`src/rtl/core/sgig_pkg.sv`:
```
// Shared types and constants of the stitched grid index generator.
// Beat structs, list phase codes and queue sizing; no dependencies.
`default_nettype none

package sgig_pkg;

    localparam int GRID_SIZE_W = 7;
    localparam logic [GRID_SIZE_W-1:0] GRID_SIZE_RESET = 7'd25;
    localparam int MIN_GRID = 3;

    localparam int CORNER_W = 13;
    localparam int MASK_W = 4;

    // Bit positions of the sides in the edge mask.
    localparam logic [1:0] MASK_TOP = 2'd0;
    localparam logic [1:0] MASK_RIGHT = 2'd1;
    localparam logic [1:0] MASK_BOTTOM = 2'd2;
    localparam logic [1:0] MASK_LEFT = 2'd3;

    // Result queue.
    localparam int OUT_DEPTH = 4;
    localparam int OUT_PTR_W = $clog2(OUT_DEPTH);
    localparam int OUT_CNT_W = $clog2(OUT_DEPTH + 1);

    // Register port.
    localparam int APB_ADDR_W = 3;
    localparam int APB_DATA_W = 32;
    localparam int REG_IDX_W = APB_ADDR_W - 2;
    localparam logic [REG_IDX_W-1:0] REG_GRID_SIZE = 1'b0;

    typedef enum logic [2:0] {
        PH_GRID   = 3'd0,
        PH_TOP    = 3'd1,
        PH_BOTTOM = 3'd2,
        PH_RIGHT  = 3'd3,
        PH_LEFT   = 3'd4,
        PH_DONE   = 3'd5
    } t_phase;

    typedef logic [CORNER_W-1:0] t_corner;

    typedef struct packed {
        logic              restart;
        logic [MASK_W-1:0] edge_mask;
    } t_in_beat;

    typedef struct packed {
        t_corner corner_a;
        t_corner corner_b;
        t_corner corner_c;
        logic    last_triangle;
        logic    finished;
    } t_out_beat;

    // Control part of one located triangle, handed from the cursor to the
    // vertex arithmetic.
    typedef struct packed {
        t_phase phase;
        logic   half;
        logic   found;
        logic   last;
    } t_job_ctrl;

endpackage

`default_nettype wire

```
`src/rtl/core/sgig_cursor.sv`:
```
// List cursor: holds the walk position and locates the next triangle and
// the one after it combinationally. Depends on sgig_pkg.
`default_nettype none

module sgig_cursor #(
    parameter int MAX_GRID = 65
) (
    input  wire                                   i_clk,
    input  wire                                   i_rst_n,
    input  wire                                   i_accept,
    input  sgig_pkg::t_in_beat                    i_in,
    input  wire  [$clog2(MAX_GRID + 1)-1:0]       i_grid,
    output logic                                  o_job_valid,
    output sgig_pkg::t_job_ctrl                   o_job_ctrl,
    output logic [$clog2(MAX_GRID + 1)-1:0]       o_job_row,
    output logic [$clog2(MAX_GRID + 1)-1:0]       o_job_col,
    output logic [$clog2((MAX_GRID - 1) / 2 + 1)-1:0] o_job_step
);

    localparam int GW = $clog2(MAX_GRID + 1);
    localparam int SW = $clog2((MAX_GRID - 1) / 2 + 1);
    localparam int MW = sgig_pkg::MASK_W;
    localparam logic [GW-1:0] ONE = GW'(1);
    localparam logic [GW-1:0] TWO = GW'(2);

    typedef struct packed {
        logic [GW-1:0]    row;
        logic [GW-1:0]    col;
        logic             half;
        sgig_pkg::t_phase phase;
        logic [SW-1:0]    step;
    } t_cursor;

    typedef struct packed {
        logic    found;
        t_cursor emit;
        t_cursor next;
    } t_fetch;

    function automatic logic [1:0] side_bit(input sgig_pkg::t_phase ph);
        logic [1:0] b;
        case (ph)
            sgig_pkg::PH_TOP:    b = sgig_pkg::MASK_TOP;
            sgig_pkg::PH_BOTTOM: b = sgig_pkg::MASK_BOTTOM;
            sgig_pkg::PH_RIGHT:  b = sgig_pkg::MASK_RIGHT;
            default:             b = sgig_pkg::MASK_LEFT;
        endcase
        return b;
    endfunction

    function automatic logic is_dropped(input logic [MW-1:0] m, input logic [GW-1:0] g,
                                        input logic [GW-1:0] x, input logic [GW-1:0] y,
                                        input logic h);
        logic side_half;
        side_half = h ^ y[0];
        return (m[sgig_pkg::MASK_TOP] && !h && (y == '0))
            || (m[sgig_pkg::MASK_BOTTOM] && h && (y == g - TWO))
            || (m[sgig_pkg::MASK_RIGHT] && (x == g - TWO) && side_half)
            || (m[sgig_pkg::MASK_LEFT] && (x == '0) && side_half);
    endfunction

    // Finds the first kept triangle at or after the cursor. Dropped runs
    // inside a row are at most three long, so four positions of the current
    // row and four of the following row cover every case; an empty following
    // row only happens on the smallest grid, where the walk then ends.
    function automatic t_fetch fetch(input t_cursor c, input logic [MW-1:0] m,
                                     input logic [GW-1:0] g);
        t_fetch           f;
        logic [GW-1:0]    g_m1;
        logic [GW:0]      row_len;
        logic [GW+1:0]    pos;
        logic [GW+1:0]    cand;
        logic [GW:0]      cand_n;
        logic [GW-1:0]    row_n;
        logic             grid_hit;
        logic             stitch_hit;
        sgig_pkg::t_phase start_ph;
        sgig_pkg::t_phase ph_i;
        logic [SW-1:0]    start_step;
        logic [SW-1:0]    step_i;
        logic [SW-1:0]    n_stitch;
        f = '{found: 1'b0, emit: c, next: c};
        f.next.phase = sgig_pkg::PH_DONE;
        g_m1 = g - ONE;
        row_len = {g_m1, 1'b0};
        pos = {1'b0, c.col, c.half};
        row_n = c.row + ONE;
        grid_hit = 1'b0;
        stitch_hit = 1'b0;
        start_ph = c.phase;
        start_step = c.step;
        n_stitch = SW'(g_m1 >> 1);

        if (c.phase == sgig_pkg::PH_GRID) begin
            start_ph = sgig_pkg::PH_TOP;
            start_step = '0;
            if (c.row < g_m1) begin
                // Following row first, so the current row overrides it.
                if (row_n < g_m1) begin
                    for (int k = 3; k >= 0; k--) begin
                        cand_n = (GW + 1)'(k);
                        if (!is_dropped(m, g, cand_n[GW:1], row_n, cand_n[0])) begin
                            grid_hit = 1'b1;
                            f.emit.row = row_n;
                            f.emit.col = cand_n[GW:1];
                            f.emit.half = cand_n[0];
                        end
                    end
                end
                for (int k = 3; k >= 0; k--) begin
                    cand = pos + (GW + 2)'(k);
                    if ((cand < {1'b0, row_len})
                            && !is_dropped(m, g, cand[GW:1], c.row, cand[0])) begin
                        grid_hit = 1'b1;
                        f.emit.row = c.row;
                        f.emit.col = cand[GW:1];
                        f.emit.half = cand[0];
                    end
                end
            end
        end

        if (grid_hit) begin
            f.found = 1'b1;
            f.emit.phase = sgig_pkg::PH_GRID;
            f.next = f.emit;
            f.next.col = f.emit.col + GW'(f.emit.half);
            f.next.half = !f.emit.half;
        end else begin
            for (int i = 3; i >= 0; i--) begin
                ph_i = sgig_pkg::t_phase'(3'(i + 1));
                step_i = (ph_i == start_ph) ? start_step : '0;
                if ((ph_i >= start_ph) && m[side_bit(ph_i)] && (step_i < n_stitch)) begin
                    stitch_hit = 1'b1;
                    f.emit.phase = ph_i;
                    f.emit.step = step_i;
                end
            end
            if (stitch_hit) begin
                f.found = 1'b1;
                f.next = f.emit;
                f.next.step = f.emit.step + SW'(1);
            end
        end
        return f;
    endfunction

    t_cursor             r_cur, n_cur, cur_in;
    logic [MW-1:0]       r_mask, n_mask;
    t_fetch              fetch_a, fetch_b;
    logic                r_job_valid;
    sgig_pkg::t_job_ctrl r_job_ctrl, n_job_ctrl;
    logic [GW-1:0]       r_job_row, r_job_col;
    logic [SW-1:0]       r_job_step;

    always_comb begin
        cur_in = r_cur;
        n_mask = r_mask;
        if (i_accept && i_in.restart) begin
            cur_in = '{row: '0, col: '0, half: 1'b0, phase: sgig_pkg::PH_GRID, step: '0};
            n_mask = i_in.edge_mask;
        end
        fetch_a = fetch(cur_in, n_mask, i_grid);
        fetch_b = fetch(fetch_a.next, n_mask, i_grid);
        n_cur = i_accept ? fetch_a.next : r_cur;
    end

    always_comb begin
        n_job_ctrl.phase = fetch_a.emit.phase;
        n_job_ctrl.half = fetch_a.emit.half;
        n_job_ctrl.found = fetch_a.found;
        n_job_ctrl.last = fetch_a.found && !fetch_b.found;
    end

    always_ff @(posedge i_clk) begin
        if (!i_rst_n) begin
            r_cur <= '{row: '0, col: '0, half: 1'b0, phase: sgig_pkg::PH_DONE, step: '0};
            r_mask <= '0;
            r_job_valid <= 1'b0;
        end else begin
            r_cur <= n_cur;
            if (i_accept) begin
                r_mask <= n_mask;
            end
            r_job_valid <= i_accept;
        end
    end

    always_ff @(posedge i_clk) begin
        if (i_accept) begin
            r_job_ctrl <= n_job_ctrl;
            r_job_row <= fetch_a.emit.row;
            r_job_col <= fetch_a.emit.col;
            r_job_step <= fetch_a.emit.step;
        end
    end

    assign o_job_valid = r_job_valid;
    assign o_job_ctrl = r_job_ctrl;
    assign o_job_row = r_job_row;
    assign o_job_col = r_job_col;
    assign o_job_step = r_job_step;

    // A finished list stays finished until a restart beat arrives.
    a_done_holds: assert property (@(posedge i_clk) disable iff (!i_rst_n)
        (r_cur.phase == sgig_pkg::PH_DONE) && !(i_accept && i_in.restart)
        |=> (r_cur.phase == sgig_pkg::PH_DONE))
        else $error("cursor left the done phase without a restart");

    // A beat that found no triangle leaves the cursor in the done phase.
    a_miss_is_done: assert property (@(posedge i_clk) disable iff (!i_rst_n)
        r_job_valid && !r_job_ctrl.found |-> (r_cur.phase == sgig_pkg::PH_DONE))
        else $error("finished beat issued while the list continues");

endmodule

`default_nettype wire

```
`src/rtl/core/sgig_vertex.sv`:
```
// Vertex arithmetic: turns a located triangle into three vertex indices,
// one multiply stage followed by the offset adds. Depends on sgig_pkg.
`default_nettype none

module sgig_vertex #(
    parameter int MAX_GRID = 65
) (
    input  wire                                       i_clk,
    input  wire                                       i_rst_n,
    input  wire                                       i_job_valid,
    input  sgig_pkg::t_job_ctrl                       i_job_ctrl,
    input  wire  [$clog2(MAX_GRID + 1)-1:0]           i_job_row,
    input  wire  [$clog2(MAX_GRID + 1)-1:0]           i_job_col,
    input  wire  [$clog2((MAX_GRID - 1) / 2 + 1)-1:0] i_job_step,
    input  wire  [$clog2(MAX_GRID + 1)-1:0]           i_grid,
    output logic                                      o_beat_valid,
    output sgig_pkg::t_out_beat                       o_beat
);

    localparam int GW = $clog2(MAX_GRID + 1);
    localparam int PW = 2 * GW;
    localparam logic [PW-1:0] ONE = PW'(1);
    localparam logic [PW-1:0] TWO = PW'(2);

    logic [GW-1:0]       oper, k_full;
    logic [PW-1:0]       n_prod, r_prod;
    logic                r_valid;
    sgig_pkg::t_job_ctrl r_ctrl;
    logic [GW-1:0]       r_col, r_k;
    logic [PW-1:0]       g_p, x_p, k_p, r0, r1, xr;
    logic [PW-1:0]       va, vb, vc;

    // The one product each triangle needs: row offset, bottom row base, or
    // the stitch column offset.
    always_comb begin
        k_full = GW'({i_job_step, 1'b0});
        case (i_job_ctrl.phase)
            sgig_pkg::PH_GRID:   oper = i_job_row;
            sgig_pkg::PH_BOTTOM: oper = i_grid - GW'(2);
            sgig_pkg::PH_RIGHT:  oper = k_full;
            sgig_pkg::PH_LEFT:   oper = k_full;
            default:             oper = '0;
        endcase
        n_prod = PW'(oper) * PW'(i_grid);
    end

    always_ff @(posedge i_clk) begin
        if (!i_rst_n) begin
            r_valid <= 1'b0;
        end else begin
            r_valid <= i_job_valid;
        end
    end

    always_ff @(posedge i_clk) begin
        if (i_job_valid) begin
            r_prod <= n_prod;
            r_ctrl <= i_job_ctrl;
            r_col <= i_job_col;
            r_k <= k_full;
        end
    end

    always_comb begin
        g_p = PW'(i_grid);
        x_p = PW'(r_col);
        k_p = PW'(r_k);
        r0 = r_prod + x_p;
        r1 = r0 + g_p;
        xr = g_p - ONE;
        va = '0;
        vb = '0;
        vc = '0;
        case (r_ctrl.phase)
            sgig_pkg::PH_GRID: begin
                // The cell diagonal flips with the parity of the cell's corner.
                if (!r0[0]) begin
                    if (!r_ctrl.half) begin
                        va = r0;
                        vb = r1 + ONE;
                        vc = r0 + ONE;
                    end else begin
                        va = r1 + ONE;
                        vb = r0;
                        vc = r1;
                    end
                end else begin
                    if (!r_ctrl.half) begin
                        va = r0;
                        vb = r1;
                        vc = r0 + ONE;
                    end else begin
                        va = r0 + ONE;
                        vb = r1;
                        vc = r1 + ONE;
                    end
                end
            end
            sgig_pkg::PH_TOP: begin
                va = k_p;
                vb = k_p + g_p + ONE;
                vc = k_p + TWO;
            end
            sgig_pkg::PH_BOTTOM: begin
                va = r_prod + g_p + k_p;
                vb = r_prod + g_p + k_p + TWO;
                vc = r_prod + k_p + ONE;
            end
            sgig_pkg::PH_RIGHT: begin
                va = xr + r_prod;
                vb = xr - ONE + r_prod + g_p;
                vc = xr + r_prod + g_p + g_p;
            end
            sgig_pkg::PH_LEFT: begin
                va = r_prod;
                vb = r_prod + g_p + g_p;
                vc = r_prod + g_p + ONE;
            end
            default: begin
                va = '0;
                vb = '0;
                vc = '0;
            end
        endcase

        if (r_ctrl.found) begin
            o_beat.corner_a = sgig_pkg::t_corner'(va);
            o_beat.corner_b = sgig_pkg::t_corner'(vb);
            o_beat.corner_c = sgig_pkg::t_corner'(vc);
            o_beat.last_triangle = r_ctrl.last;
            o_beat.finished = 1'b0;
        end else begin
            o_beat.corner_a = '0;
            o_beat.corner_b = '0;
            o_beat.corner_c = '0;
            o_beat.last_triangle = 1'b0;
            o_beat.finished = 1'b1;
        end
    end

    assign o_beat_valid = r_valid;

endmodule

`default_nettype wire

```
`src/rtl/core/sgig_out_fifo.sv`:
```
// Result queue in front of the output channel; absorbs the beats in flight
// while the receiver stalls. Depends on sgig_pkg.
`default_nettype none

module sgig_out_fifo (
    input  wire                                i_clk,
    input  wire                                i_rst_n,
    input  wire                                i_push,
    input  sgig_pkg::t_out_beat                i_beat,
    input  wire                                i_take,
    output logic                               o_valid,
    output sgig_pkg::t_out_beat                o_beat,
    output logic [sgig_pkg::OUT_CNT_W-1:0]     o_count
);

    localparam int PTR_W = sgig_pkg::OUT_PTR_W;
    localparam int CNT_W = sgig_pkg::OUT_CNT_W;
    localparam logic [CNT_W-1:0] FULL = CNT_W'(sgig_pkg::OUT_DEPTH);

    sgig_pkg::t_out_beat r_mem [sgig_pkg::OUT_DEPTH];
    logic [PTR_W-1:0]    r_wr, r_rd, n_wr, n_rd;
    logic [CNT_W-1:0]    r_count, n_count;
    logic                pop;

    always_comb begin
        pop = (r_count != '0) && i_take;
        n_wr = i_push ? r_wr + PTR_W'(1) : r_wr;
        n_rd = pop ? r_rd + PTR_W'(1) : r_rd;
        n_count = r_count + CNT_W'(i_push) - CNT_W'(pop);
    end

    always_ff @(posedge i_clk) begin
        if (!i_rst_n) begin
            r_wr <= '0;
            r_rd <= '0;
            r_count <= '0;
        end else begin
            r_wr <= n_wr;
            r_rd <= n_rd;
            r_count <= n_count;
        end
    end

    always_ff @(posedge i_clk) begin
        if (i_push) begin
            r_mem[r_wr] <= i_beat;
        end
    end

    assign o_valid = (r_count != '0);
    assign o_beat = r_mem[r_rd];
    assign o_count = r_count;

    a_no_overflow: assert property (@(posedge i_clk) disable iff (!i_rst_n)
        i_push && !pop |-> (r_count != FULL))
        else $error("result queue written while full");

endmodule

`default_nettype wire

```
`src/rtl/core/stitched_grid_index_generator_unit.sv`:
```
// Top level of the stitched grid index generator: register port, input
// admission and the cursor, vertex and result queue stages. Uses sgig_pkg.
//
//   channel | signals                                   | direction
//   in      | i_in_valid, o_in_stall, i_in_data          | restart/mask beats in
//   out     | o_out_valid, i_out_stall, o_out_data       | triangle beats out
//   config  | psel, penable, pwrite, paddr, pwdata, ...  | grid_size register
//
// Every accepted input beat yields exactly one output beat, and a new beat
// can be taken in every cycle while o_in_stall is low. The cursor locates
// the current triangle and looks one triangle ahead (for the last flag)
// combinationally, which is the loop that sets the rate; the vertex multiply
// and adds follow in two stages, behind the cursor's job register.
// Synchronous active-low reset clears the cursor to the finished state and
// loads grid_size with 25; there is no clearing pass.
// The input side stalls only when four beats are in flight (pipeline plus
// result queue), so output stalls never reach o_in_stall combinationally.
`default_nettype none

module stitched_grid_index_generator_unit #(
    parameter int MAX_GRID = 65
) (
    input  wire                                  i_clk,
    input  wire                                  i_rst_n,
    // Input channel.
    input  wire                                  i_in_valid,
    output logic                                 o_in_stall,
    input  sgig_pkg::t_in_beat                   i_in_data,
    // Output channel.
    output logic                                 o_out_valid,
    input  wire                                  i_out_stall,
    output sgig_pkg::t_out_beat                  o_out_data,
    // Register port.
    input  wire                                  psel,
    input  wire                                  penable,
    input  wire                                  pwrite,
    input  wire  [sgig_pkg::APB_ADDR_W-1:0]      paddr,
    input  wire  [sgig_pkg::APB_DATA_W-1:0]      pwdata,
    output logic [sgig_pkg::APB_DATA_W-1:0]      prdata,
    output logic                                 pready
);

    localparam int GW = $clog2(MAX_GRID + 1);
    localparam int SW = $clog2((MAX_GRID - 1) / 2 + 1);
    localparam int GSW = sgig_pkg::GRID_SIZE_W;
    localparam int CMP_W = (GW > GSW) ? GW : GSW;
    localparam int CNT_W = sgig_pkg::OUT_CNT_W;
    localparam int RIW = sgig_pkg::REG_IDX_W;

    logic [GSW-1:0]           r_grid_size, n_grid_size;
    logic [RIW-1:0]           reg_idx;
    logic                     cfg_write;
    logic [CMP_W-1:0]         gs_w, g_clamp;
    logic [GW-1:0]            eff_grid;
    logic                     accept;
    logic [CNT_W:0]           in_flight;
    logic                     job_valid;
    sgig_pkg::t_job_ctrl      job_ctrl;
    logic [GW-1:0]            job_row, job_col;
    logic [SW-1:0]            job_step;
    logic                     beat_valid;
    sgig_pkg::t_out_beat      beat;
    logic [CNT_W-1:0]         fifo_count;

    // ------------------------------------------------------------------
    // Register port. The only register, grid_size, sits at byte address 0.
    // Writes to any other address are ignored and read back as zero.
    // ------------------------------------------------------------------
    assign reg_idx = paddr[sgig_pkg::APB_ADDR_W-1:2];
    assign cfg_write = psel && penable && pwrite && pready;
    assign pready = 1'b1;

    always_comb begin
        n_grid_size = r_grid_size;
        if (cfg_write && (reg_idx == sgig_pkg::REG_GRID_SIZE)) begin
            n_grid_size = pwdata[GSW-1:0];
        end
    end

    always_ff @(posedge i_clk) begin
        if (!i_rst_n) begin
            r_grid_size <= sgig_pkg::GRID_SIZE_RESET;
        end else begin
            r_grid_size <= n_grid_size;
        end
    end

    always_comb begin
        case (reg_idx)
            sgig_pkg::REG_GRID_SIZE: prdata = sgig_pkg::APB_DATA_W'(r_grid_size);
            default:                 prdata = '0;
        endcase
    end

    // The working grid size is the register clamped to the supported range
    // and rounded down to an odd value.
    always_comb begin
        gs_w = CMP_W'(r_grid_size);
        if (gs_w < CMP_W'(sgig_pkg::MIN_GRID)) begin
            g_clamp = CMP_W'(sgig_pkg::MIN_GRID);
        end else if (gs_w > CMP_W'(MAX_GRID)) begin
            g_clamp = CMP_W'(MAX_GRID);
        end else begin
            g_clamp = gs_w;
        end
        if (!g_clamp[0]) begin
            g_clamp = g_clamp - CMP_W'(1);
        end
        eff_grid = GW'(g_clamp);
    end

    // ------------------------------------------------------------------
    // Admission: count every beat between the input and the output port so
    // the result queue can never overflow.
    // ------------------------------------------------------------------
    assign in_flight = (CNT_W + 1)'(fifo_count) + (CNT_W + 1)'(job_valid)
                     + (CNT_W + 1)'(beat_valid);
    assign o_in_stall = (in_flight >= (CNT_W + 1)'(sgig_pkg::OUT_DEPTH));
    assign accept = i_in_valid && !o_in_stall;

    sgig_cursor #(
        .MAX_GRID (MAX_GRID)
    ) u_cursor (
        .i_clk       (i_clk),
        .i_rst_n     (i_rst_n),
        .i_accept    (accept),
        .i_in        (i_in_data),
        .i_grid      (eff_grid),
        .o_job_valid (job_valid),
        .o_job_ctrl  (job_ctrl),
        .o_job_row   (job_row),
        .o_job_col   (job_col),
        .o_job_step  (job_step)
    );

    sgig_vertex #(
        .MAX_GRID (MAX_GRID)
    ) u_vertex (
        .i_clk        (i_clk),
        .i_rst_n      (i_rst_n),
        .i_job_valid  (job_valid),
        .i_job_ctrl   (job_ctrl),
        .i_job_row    (job_row),
        .i_job_col    (job_col),
        .i_job_step   (job_step),
        .i_grid       (eff_grid),
        .o_beat_valid (beat_valid),
        .o_beat       (beat)
    );

    sgig_out_fifo u_out_fifo (
        .i_clk   (i_clk),
        .i_rst_n (i_rst_n),
        .i_push  (beat_valid),
        .i_beat  (beat),
        .i_take  (!i_out_stall),
        .o_valid (o_out_valid),
        .o_beat  (o_out_data),
        .o_count (fifo_count)
    );

    // The in-flight count never exceeds the queue depth.
    a_in_flight_bound: assert property (@(posedge i_clk) disable iff (!i_rst_n)
        in_flight <= (CNT_W + 1)'(sgig_pkg::OUT_DEPTH))
        else $error("more beats in flight than the result queue holds");

    // Each accepted beat enters the vertex pipeline on the next cycle.
    a_accept_to_job: assert property (@(posedge i_clk) disable iff (!i_rst_n)
        accept |=> job_valid)
        else $error("accepted beat did not reach the vertex stage");

endmodule

`default_nettype wire

```
`config.mk`:
```
export PLATFORM = sky130hd
export DESIGN_NAME = stitched_grid_index_generator_unit
export DESIGN_NICKNAME = d
export VERILOG_FILES = /design/src/rtl/core/sgig_pkg.sv /design/src/rtl/core/sgig_cursor.sv /design/src/rtl/core/sgig_vertex.sv /design/src/rtl/core/sgig_out_fifo.sv /design/src/rtl/core/stitched_grid_index_generator_unit.sv
export SDC_FILE = /design/constraint.sdc
export NUM_CORES = 1
export LEC_CHECK = 0
export BUFFER_PORTS_ARGS = -buffer_cell sky130_fd_sc_hd__buf_2
export CORE_MARGIN = 3
export CORE_UTILIZATION = 40
export CTS_CLUSTER_DIAMETER = 60
export DETAILED_ROUTE_END_ITERATION = 8
export PLACE_DENSITY_LB_ADDON = 0.15
export SLEW_MARGIN = 20
export SYNTH_ARGS = -nofsm -noshare
export SYNTH_HDL_FRONTEND = slang
export SYNTH_SLANG_ARGS = --single-unit
```
`constraint.sdc`:
```
create_clock -name i_clk -period 31.2 [get_ports i_clk]
set_input_delay 6.24 -clock i_clk [delete_from_list [all_inputs] [get_ports i_clk]]
set_output_delay 6.24 -clock i_clk [all_outputs]
set_load 0.02 [all_outputs]
```
After elaboration in Yosys (flattened, before gate mapping) --
Memory sizes are Yosys's and may differ from the RTL's. A register that Yosys moved wholly into a read port is not among the register bits. Index checks and enable logic that the tools add are counted.
Storage, ports and cells: RAM bits 164, memories 1, bits in latches 0, register bits after elaboration 102, ROM bits 0
Memories:
- u_out_fifo.r_mem | words 4, width 41, rd ports 1, clocked after memory_dff 1, wr ports 1, RTL line sgig_out_fifo.sv:20 | sgig_pkg::t_out_beat r_mem [sgig_pkg::OUT_DEPTH];
Cells by class: multiply operators 1, reductions and logical operators 188, divide/modulo/power cells 0, add/sub/neg operators 40, bitwise logic cells 11, eq/ne operators 28, shift operators 0, muxes and demuxes 114, $lt $le $gt $ge 39
Operator list (count):
- one-hot mux 13 bit (5 select lines) | 3
- 2-to-1 mux 15 bit | 11
- adder 13 x 7 -> 13 bit | 9
- logical AND 1 bit | 113
- 2-to-1 mux 13 bit | 8
- logical NOT 7 bit | 13
- == test 7 bit | 12
- 2-to-1 mux 24 bit | 3
- 2-to-1 mux 6 bit | 11
- adder 13 x 1 -> 13 bit (second input constant) | 5
- < comparator 9 x 8 -> 1 bit | 6
- < comparator 6 bit | 8
- 2-to-1 mux 1 bit | 46
- 2-to-1 mux 9 bit | 5
- 2-to-1 mux 41 bit | 1
- adder 8 x 2 -> 9 bit (second input constant) | 4
- logical OR 1 bit | 36
- < comparator 7 bit | 4
- 2-to-1 mux 7 bit | 4
- adder 13 bit | 2
- < comparator 2 x 3 -> 1 bit (second input constant) | 8
- one-hot mux 7 bit (3 select lines) | 1
- logical NOT 1 bit | 20
- 2-to-1 mux 2 bit | 10
- 39 further kinds | 78

Logic depth before layout (Yosys ltp) --
Gate-level depths: netlist (run 1).
depth in word-level cells 64, mapped depth 48

Hierarchy --
Synthesis (run 1) repeated with hierarchy kept, for this count alone.
Second synthesis, totals: cell total of the unflattened synthesis 2918, area, all modules 27203.6 um^2
Modules (own cells, without submodules):
- sgig_vertex | cells an instance 1331, area each 10299.9 um^2, instances 1
- sgig_cursor | cells an instance 1237, area each 9715.6 um^2, instances 1
- sgig_out_fifo | cells an instance 259, area each 6436.2 um^2, instances 1
- stitched_grid_index_generator_unit | cells an instance 91, area each 752.0 um^2, instances 1

Least setup slack after synthesis (run 1) --
No wires, ideal clock.
kind input port to flip-flop, start point in i_in_data[4] in the netlist's numbering, end point reg u_cursor.r_job_ctrl, in the netlist u_cursor.o_job_ctrl[0], data pin, stages 45, path slack 17.084 ns, arrival 13.851 ns, required time 30.935 ns, path through nand2_1 a2111oi_1 nor2_1 clkbuf_1 nand2_1 inv_1 ha_1 clkbuf_1 a41oi_1 xnor2_1 ha_1 nor2b_1 o21ai_0 nand2b_1 a21oi_1 o21ai_0 or4_1 a211oi_1 [9 not listed] o22ai_1 inv_2 ha_1 a21oi_1 xnor2_1 inv_1 ha_1 nor2b_1 o21a_1 o21a_1 o21ai_0 nand2b_1 a21oi_1 o31ai_1 a41oi_1 o31ai_1 a311oi_1 a211oi_1
RTL lines:
- start: declaration | RTL line stitched_grid_index_generator_unit.sv:28 | input sgig_pkg::t_in_beat i_in_data,
- end signal: assignment | RTL line sgig_cursor.sv:191 | r_job_ctrl <= n_job_ctrl;
- end: declaration | RTL line sgig_cursor.sv:152 | sgig_pkg::t_job_ctrl r_job_ctrl, n_job_ctrl;

==> results of run 1 <==
==> sequential cells by signal, summed over array words and instances (netlist names), 2 cells and up, named ones only <==
name	cells
gs_w	7
u_cursor.o_job_col	7
u_cursor.o_job_ctrl	6
u_cursor.o_job_row	7
u_cursor.o_job_step	6
u_cursor.r_cur	24
u_cursor.r_mask	4
u_out_fifo.o_count	3
u_out_fifo.r_mem	164
u_out_fifo.r_rd	2
u_out_fifo.r_wr	2
u_vertex.r_col	7
u_vertex.r_ctrl	6
u_vertex.r_k	6
u_vertex.r_prod	13
==> layout by cell type, fill, tap and decap left out, types with 38 or more instances in the layout <==
cell type	instances
ha_1	261
edfxtp_1	222
nor2_1	221
nand2_1	215
xnor2_1	209
a21oi_1	169
inv_1	152
o21ai_0	96
nand3_1	77
buf_2	69
xor2_1	68
a21o_1	60
nor3_1	51
dfxtp_1	44
mux4_2	41
and2_1	39
buf_4	39
nor2b_1	38
==> worst max-delay path: cells and delay by family <==
| kind | cells | cell delay [ns] |
|---|---|---|
| AOI/OAI and AO/OA | 18 | 4.12 |
| xor gates and xnor gates | 2 | 0.55 |
| adders and majority gates | 6 | 1.95 |
| buffers and inverters | 6 | 1.25 |
| and+or+nand+nor | 11 | 2.11 |
==> power by group through the flow <==
stage	clock, mW	sequential (mW)	combinational, mW
final	0.408	0.520	1.46
after global routing	0.432	0.525	1.60
after CTS	0.418	0.520	1.46
after detailed placement	0	0.527	1.45
after global placement	0	0.525	1.43
after floorplan	0	0.487	1.10
==> cells by family after synthesis <==
logic type	synth area share [%]
and+or+nand+nor	16.2
AOI/OAI and AO/OA	16.8
buffers and inverters	5.36
adders and majority gates	15.8
xor gates and xnor gates	10.1
DFF	30.3
muxes	5.48
other	0.0300
==> layout make-up <==
cell class	instances	area (sq um)
fillers	6025	34500
multi-input cells	2130	16300
flip-flops and latches	268	7590
well taps	837	1050
clock buffers	42	923
repair buffers	108	638
inverters	168	633
clock inverters	23	239
==> routing by layer <==
metal / GRT usage, % / routed length, microns / vias up
met1: 30.5 / 34300 / 10100
met2: 42.9 / 40400 / 656
met4: 12.8 / 4600 / 0
met5: 0 / 0 / -
met3: 2.91 / 3770 / 201
li1: - / - / 9801
==> stage by stage <==
stage | util [%] | cell area (sq um) | setup WS [ns]
6_report | 44.2 | 27300 | 15.24
5_1_grt | 44.2 | 27300 | 14.58
4_1_cts | 44.2 | 27300 | 15.23
3_5_place_dp | 42.3 | 26200 | 14.69
3_3_place_gp | 42.3 | 26200 | 14.72
2_1_floorplan | - | 25100 | 17.08
==> worst max-delay path by stage <==
stage / start / end / slack (ns)
after global placement: i_in_valid / u_cursor.o_job_ctrl[0] / 14.72
after CTS: i_in_valid / u_cursor.o_job_ctrl[0] / 15.23
after floorplan: i_in_data[4] / u_cursor.o_job_ctrl[0] / 17.08
after detailed placement: i_in_valid / u_cursor.o_job_ctrl[0] / 14.69
after global routing: i_in_valid / u_cursor.o_job_ctrl[0] / 14.58
final: i_in_valid / u_cursor.o_job_ctrl[0] / 15.24
==> synthesized netlist by cell type, types with 31 or more instances <==
| cell | count |
|---|---|
| a21oi_1 | 169 |
| nor2b_1 | 38 |
| nand2_1 | 215 |
| nand3_1 | 77 |
| nor3_1 | 52 |
| dfxtp_1 | 46 |
| clkbuf_1 | 79 |
| a21o_1 | 60 |
| o21ai_0 | 96 |
| mux4_2 | 41 |
| inv_1 | 152 |
| and2_1 | 43 |
| edfxtp_1 | 222 |
| xor2_1 | 69 |
| mux2i_1 | 31 |
| fa_1 | 34 |
| xnor2_1 | 209 |
| nor2_1 | 222 |
| ha_1 | 261 |
==> summary.md, run 1 <==
| Metric | Value |
|---|---|
| Htree depth | 2 |
| Req. time, crit path | 31.48 ns |
| Routed len/inst | 23.2 microns |
| Hold_sp | u_cursor.o_job_col[0] |
| Core box area | 61800 sq um |
| CTS tree | built |
| ANT cells | 0 |
| RSZ-0062 raised after global routing | no |
| Sink Count | 268 |
| Worst vdd ir | 40.8 uV |
| Drt pass-1 iters | 8 |
| CP max-delay cell | o22ai_1 |
| Final wirelength | 83.1 mm |
| Largest net degree at the start of global routing | 47 |
| Reg2reg end | u_cursor.o_job_ctrl[0] |
| Vias | 20700 |
| Chip width | 256 microns |
| Yosys top cell area share | 26.6% |
| Slew Limit Fails | 0 |
| Async SR Flop Fraction | 0% |
| Post-route ant nets | 0 |
| YS warnings | 0 |
| Avg Cell Area, Syn | 9.32 sq um |
| Commonest register cell after synthesis | edfxtp_1 |
| Number of enable flip-flop cells after synthesis | 222 |
| Resize count post-CTS | 0 |
| Final non-filler cell total | 3576 |
| Gr usage total | 24.8% |
| Sw Pwr | 1.14 mW |
| Worst-Skew Late Latency | 0.57 ns |
| Seq/Total Area, Yosys | 30.3% |
| Net switching fraction of the power | 47.8% |
| CP Max Fanout | 32 |
| Worst hold slack | 0.404 ns |
| Fin nets | 3054 |
| Worst reg2reg path depth | 41 |
| Crit path top cell by count | ha_1 |
| Post-Synthesis Cells | 2687 |
| Leading area contributor after synthesis | edfxtp_1 |
| Final Total Pwr | 2.39 mW |
| Max frequency | 62.7 MHz |
| Share of power burned in registers | 21.8% |
| Initial antenna violation count | 0 |
| MaxCap Viol Count | 0 |
| Seq cells post-synth | 268 |
| Layout area overhead | 9.09% |
| Worst slew pin tran | 0.994 ns |
| Setup TNS Final | 0 ns |
| # rows | 91 |
| CTS root buf | clkbuf_16 |
| Slew headroom | 33.3% |
| Placed wire-length estimate | 62.3 mm |
| Skew final | 0.0228 ns |
| Mapped Area | 25100 sq um |
| Iter 0 DRT Violations | 1626 |
| CP arrival | 16.24 ns |
| Int Power | 1.25 mW |
| Drt drc | 0 |
| Period minus WS final | 15.96 ns |
| Crit start category | primary input |
| Gpl congestion | 0.937 |
| Fraction of layout cells with a size suffix above 1 | 10.7% |
| Clock share of power | 17.1% |
| Worst setup EP type | register |
| Yosys cell types | 111 |
| Die H | 256 microns |
| Vias/cell | 5.80 |
| Max clock buf depth | 3 |
| Max incr delay on CP | 0.56 ns |
| Placed Cells | 3511 |
| CTS Hold Buffers Added | 0 |
| Worst Hold Class | register to register |
| Hold Path End | u_vertex.r_col[0] |
| Die ar. | 65700 sq um |
| Clock transition at path regs | 0.06 ns |
| Worst R2R Start | gs_w[2] |
| Comb power frac | 61.2% |
| Port Buffers | 69 |
| Vias in the first global route | 20500 |
| Final Setup Violations | 0 |
| Outcome | finished clean |
| Worst Hold Depth | 0 |
| Synth area leaders | edfxtp_1, ha_1, xnor2_1 |
| WS Path Type | primary input to register |
| CTS buffer count | 36 |
| Grt ovf | 0 |
| Setup bufs post-CTS | 0 |
| Static leakage | 11.2 nW |
| Initial core utilization | 40.5% |
| Power Density | 87.5 nW/um^2 |
| Period Utilization, post-route | 51.1% |
| Boundary Pins | 123 |
| Final hold vios | 0 |
| First-pass GRT wire length | 126 mm |
| Reg2Reg Setup Slack | 19.17 ns |
Note: power is estimated with default switching activity, not from simulation.
==> run 2: changes to the inputs <==
- ABC_AREA: unset -> 1
- clock period: 31.2 -> 15.59 ns (I/O delays scaled with it)
==> summary.md, run 2 <==
| Metric | Value |
|---|---|
| Max incr delay on CP | 0.47 ns |
| Period minus WS final | 10.65 ns |
| Biggest register | u_out_fifo.r_mem |
| WS Path Type | primary input to register |
| Setup bufs post-CTS | 0 |
| ANT cells | 0 |
| Most common cell after layout, fill and taps aside | nand2_1 |
| Largest net degree at the start of global routing | 58 |
| Htree depth | 2 |
| Static leakage | 12.6 nW |
| Placed Cells | 4222 |
| Yosys cell types | 76 |
| Core box area | 61900 sq um |
| Max frequency | 93.9 MHz |
| Max clock buf depth | 3 |
| Worst Hold Class | register to register |
| CP arrival | 10.93 ns |
| First-pass GRT wire length | 123 mm |
| Mapped Area | 25100 sq um |
| Number of enable flip-flop cells after synthesis | 222 |
| Top cells by count, synth | nand2_1, inv_1, nor2_1 |
| Slew headroom | 29.4% |
| Max reg flops | 164 |
| Gr usage total | 23.7% |
| Leading area contributor after synthesis | edfxtp_1 |
| Synth area leaders | edfxtp_1, ha_1, nand2_1 |
| Crit start category | primary input |
| CTS Hold Buffers Added | 0 |
| Fin nets | 3764 |
| Vias in the first global route | 21200 |
| Iter 0 DRT Violations | 1591 |
| Seq/Total Area, Yosys | 30.2% |
| Post-route ant nets | 0 |
| Final Setup Violations | 0 |
| Vias/cell | 5.28 |
| Worst-Skew Late Latency | 0.56 ns |
| Post-Synthesis Cells | 3369 |
| Async SR Flop Fraction | 0% |
| Worst Path Buf+Inv | 10 |
| Routed len/inst | 18.6 microns |
| CTS buffer count | 35 |
| YS warnings | 0 |
| Placed wire-length estimate | 59.0 mm |
| Boundary Pins | 123 |
| Top Registers | u_out_fifo.r_mem (164), u_cursor.r_cur (24), u_vertex.r_prod (13) |
| Port Buffers | 69 |
| Worst vdd ir | 63.5 uV |
| Commonest register cell after synthesis | edfxtp_1 |
| Chip width | 257 microns |
| Fin area | 27400 sq um |
| Final non-filler cell total | 4286 |
| CP max-delay cell | buf_4 |
| Final wirelength | 79.8 mm |
| CP Max Fanout | 40 |
| Die H | 257 microns |
| Grt ovf | 0 |
| Most common cell in the netlist | nand2_1 |
| Avg Cell Area, Syn | 7.46 sq um |
| Top delay family on crit path | simple AND/OR/NAND/NOR gates |
| Layout area overhead | 9.18% |
| Sink Count | 268 |
| Pre-CTS WS | 4.38 ns |
| Slew Limit Fails | 0 |
| Fin worst setup slack | 4.94 ns |
| Initial antenna violation count | 0 |
| Die ar. | 65900 sq um |
| Drt drc | 0 |
| Period Utilization, post-route | 68.3% |
| CTS root buf | clkbuf_16 |
| Fraction of layout cells with a size suffix above 1 | 8.55% |
| Initial core utilization | 40.6% |
| Vias | 22600 |
| Seq cells post-synth | 268 |
| Skew final | 0.0457 ns |
| # rows | 91 |
| Worst hold slack | 0.421 ns |
| Crit path top cell by count | nand2_1 |
| Commonest cells after routing, fill and taps aside | nand2_1, inv_1, nor2_1 |
| Worst slew pin tran | 1.06 ns |
| Req. time, crit path | 15.87 ns |
| Yosys top cell area share | 26.5% |
| Outcome | finished clean |
| Drt pass-1 iters | 6 |
| Final hold vios | 0 |
| Setup TNS Final | 0 ns |
| Gpl congestion | 0.979 |
| Power Density | 177 nW/um^2 |
| Clock transition at path regs | 0.06 ns |
| Placed Area | 26300 sq um |
| Resize count post-CTS | 0 |
| RSZ-0062 raised after global routing | no |
| Worst setup EP type | register |
| CTS tree | built |
| MaxCap Viol Count | 0 |
[run 2: cell count changes after synthesis, sizes merged, moves of 41 or more]
cell	change
xnor2	-183
o21ai	+150
nand2	+460
inv	+324
nor2	+227
mux4	-41
a21o	-57
nand3	+85
[run 2: path summary, 6_finish.rpt]
kind	from	endpoint	slack, ns	cells past startpoint
worst max-delay path	i_in_valid	u_cursor.o_job_ctrl[0]	4.94	43
worst min-delay path	u_cursor.o_job_col[3]	u_vertex.r_col[3]	0.42	0
worst max register to register	gs_w[4]	u_cursor.o_job_ctrl[0]	5.98	53
worst min register to register	u_cursor.o_job_col[3]	u_vertex.r_col[3]	0.42	0
[run 2: layout make-up]
cell class | instances | area [sq um]
clock buffers | 43 | 937
clock inverters | 21 | 206
fillers | 6493 | 34500
inverters | 492 | 1850
multi-input cells | 2526 | 15200
flip-flops and latches | 268 | 7590
well taps | 837 | 1050
repair buffers | 99 | 571
[run 2: through the flow]
step	utilization (%)	power, mW
2_1_floorplan	-	3.25
3_3_place_gp	42.4	4.04
3_5_place_dp	42.4	4.05
4_1_cts	44.3	4.88
5_1_grt	44.3	5.33
6_report	44.3	4.87
[run 2: logic make-up (layout without fill, tap and decap cells)]
family                     count (synthesis)  in the layout  share of synthesized area, %
other                                      2             27                        0.0299
adders and majority gates                295            295                          15.7
buffers and inverters                    600            655                          9.60
xor gates and xnor gates                 126            126                          4.53
muxes                                      1              1                        0.0448
and+or+nand+nor                         1405           1405                          23.9
DFF                                      268            268                          30.2
AOI/OAI and AO/OA                        672            672                          16.0
[run 2: routing by layer]
| layer | wire length (microns) | track usage, % | share of wire [%] |
|---|---|---|---|
| met5 | 0 | 0 | 0 |
| met4 | 2420 | 7.37 | 3.0 |
| met1 | 35500 | 31.4 | 44 |
| met3 | 3460 | 2.16 | 4.3 |
| met2 | 38400 | 40.9 | 48 |
[run 2: power breakdown]
part | total (mW) | internal (mW) | switching [mW]
sequential | 1.02 | 0.935 | 0.0856
combinational | 3.04 | 0.959 | 2.09
clock | 0.803 | 0.470 | 0.332
total | 4.87 | 2.36 | 2.50
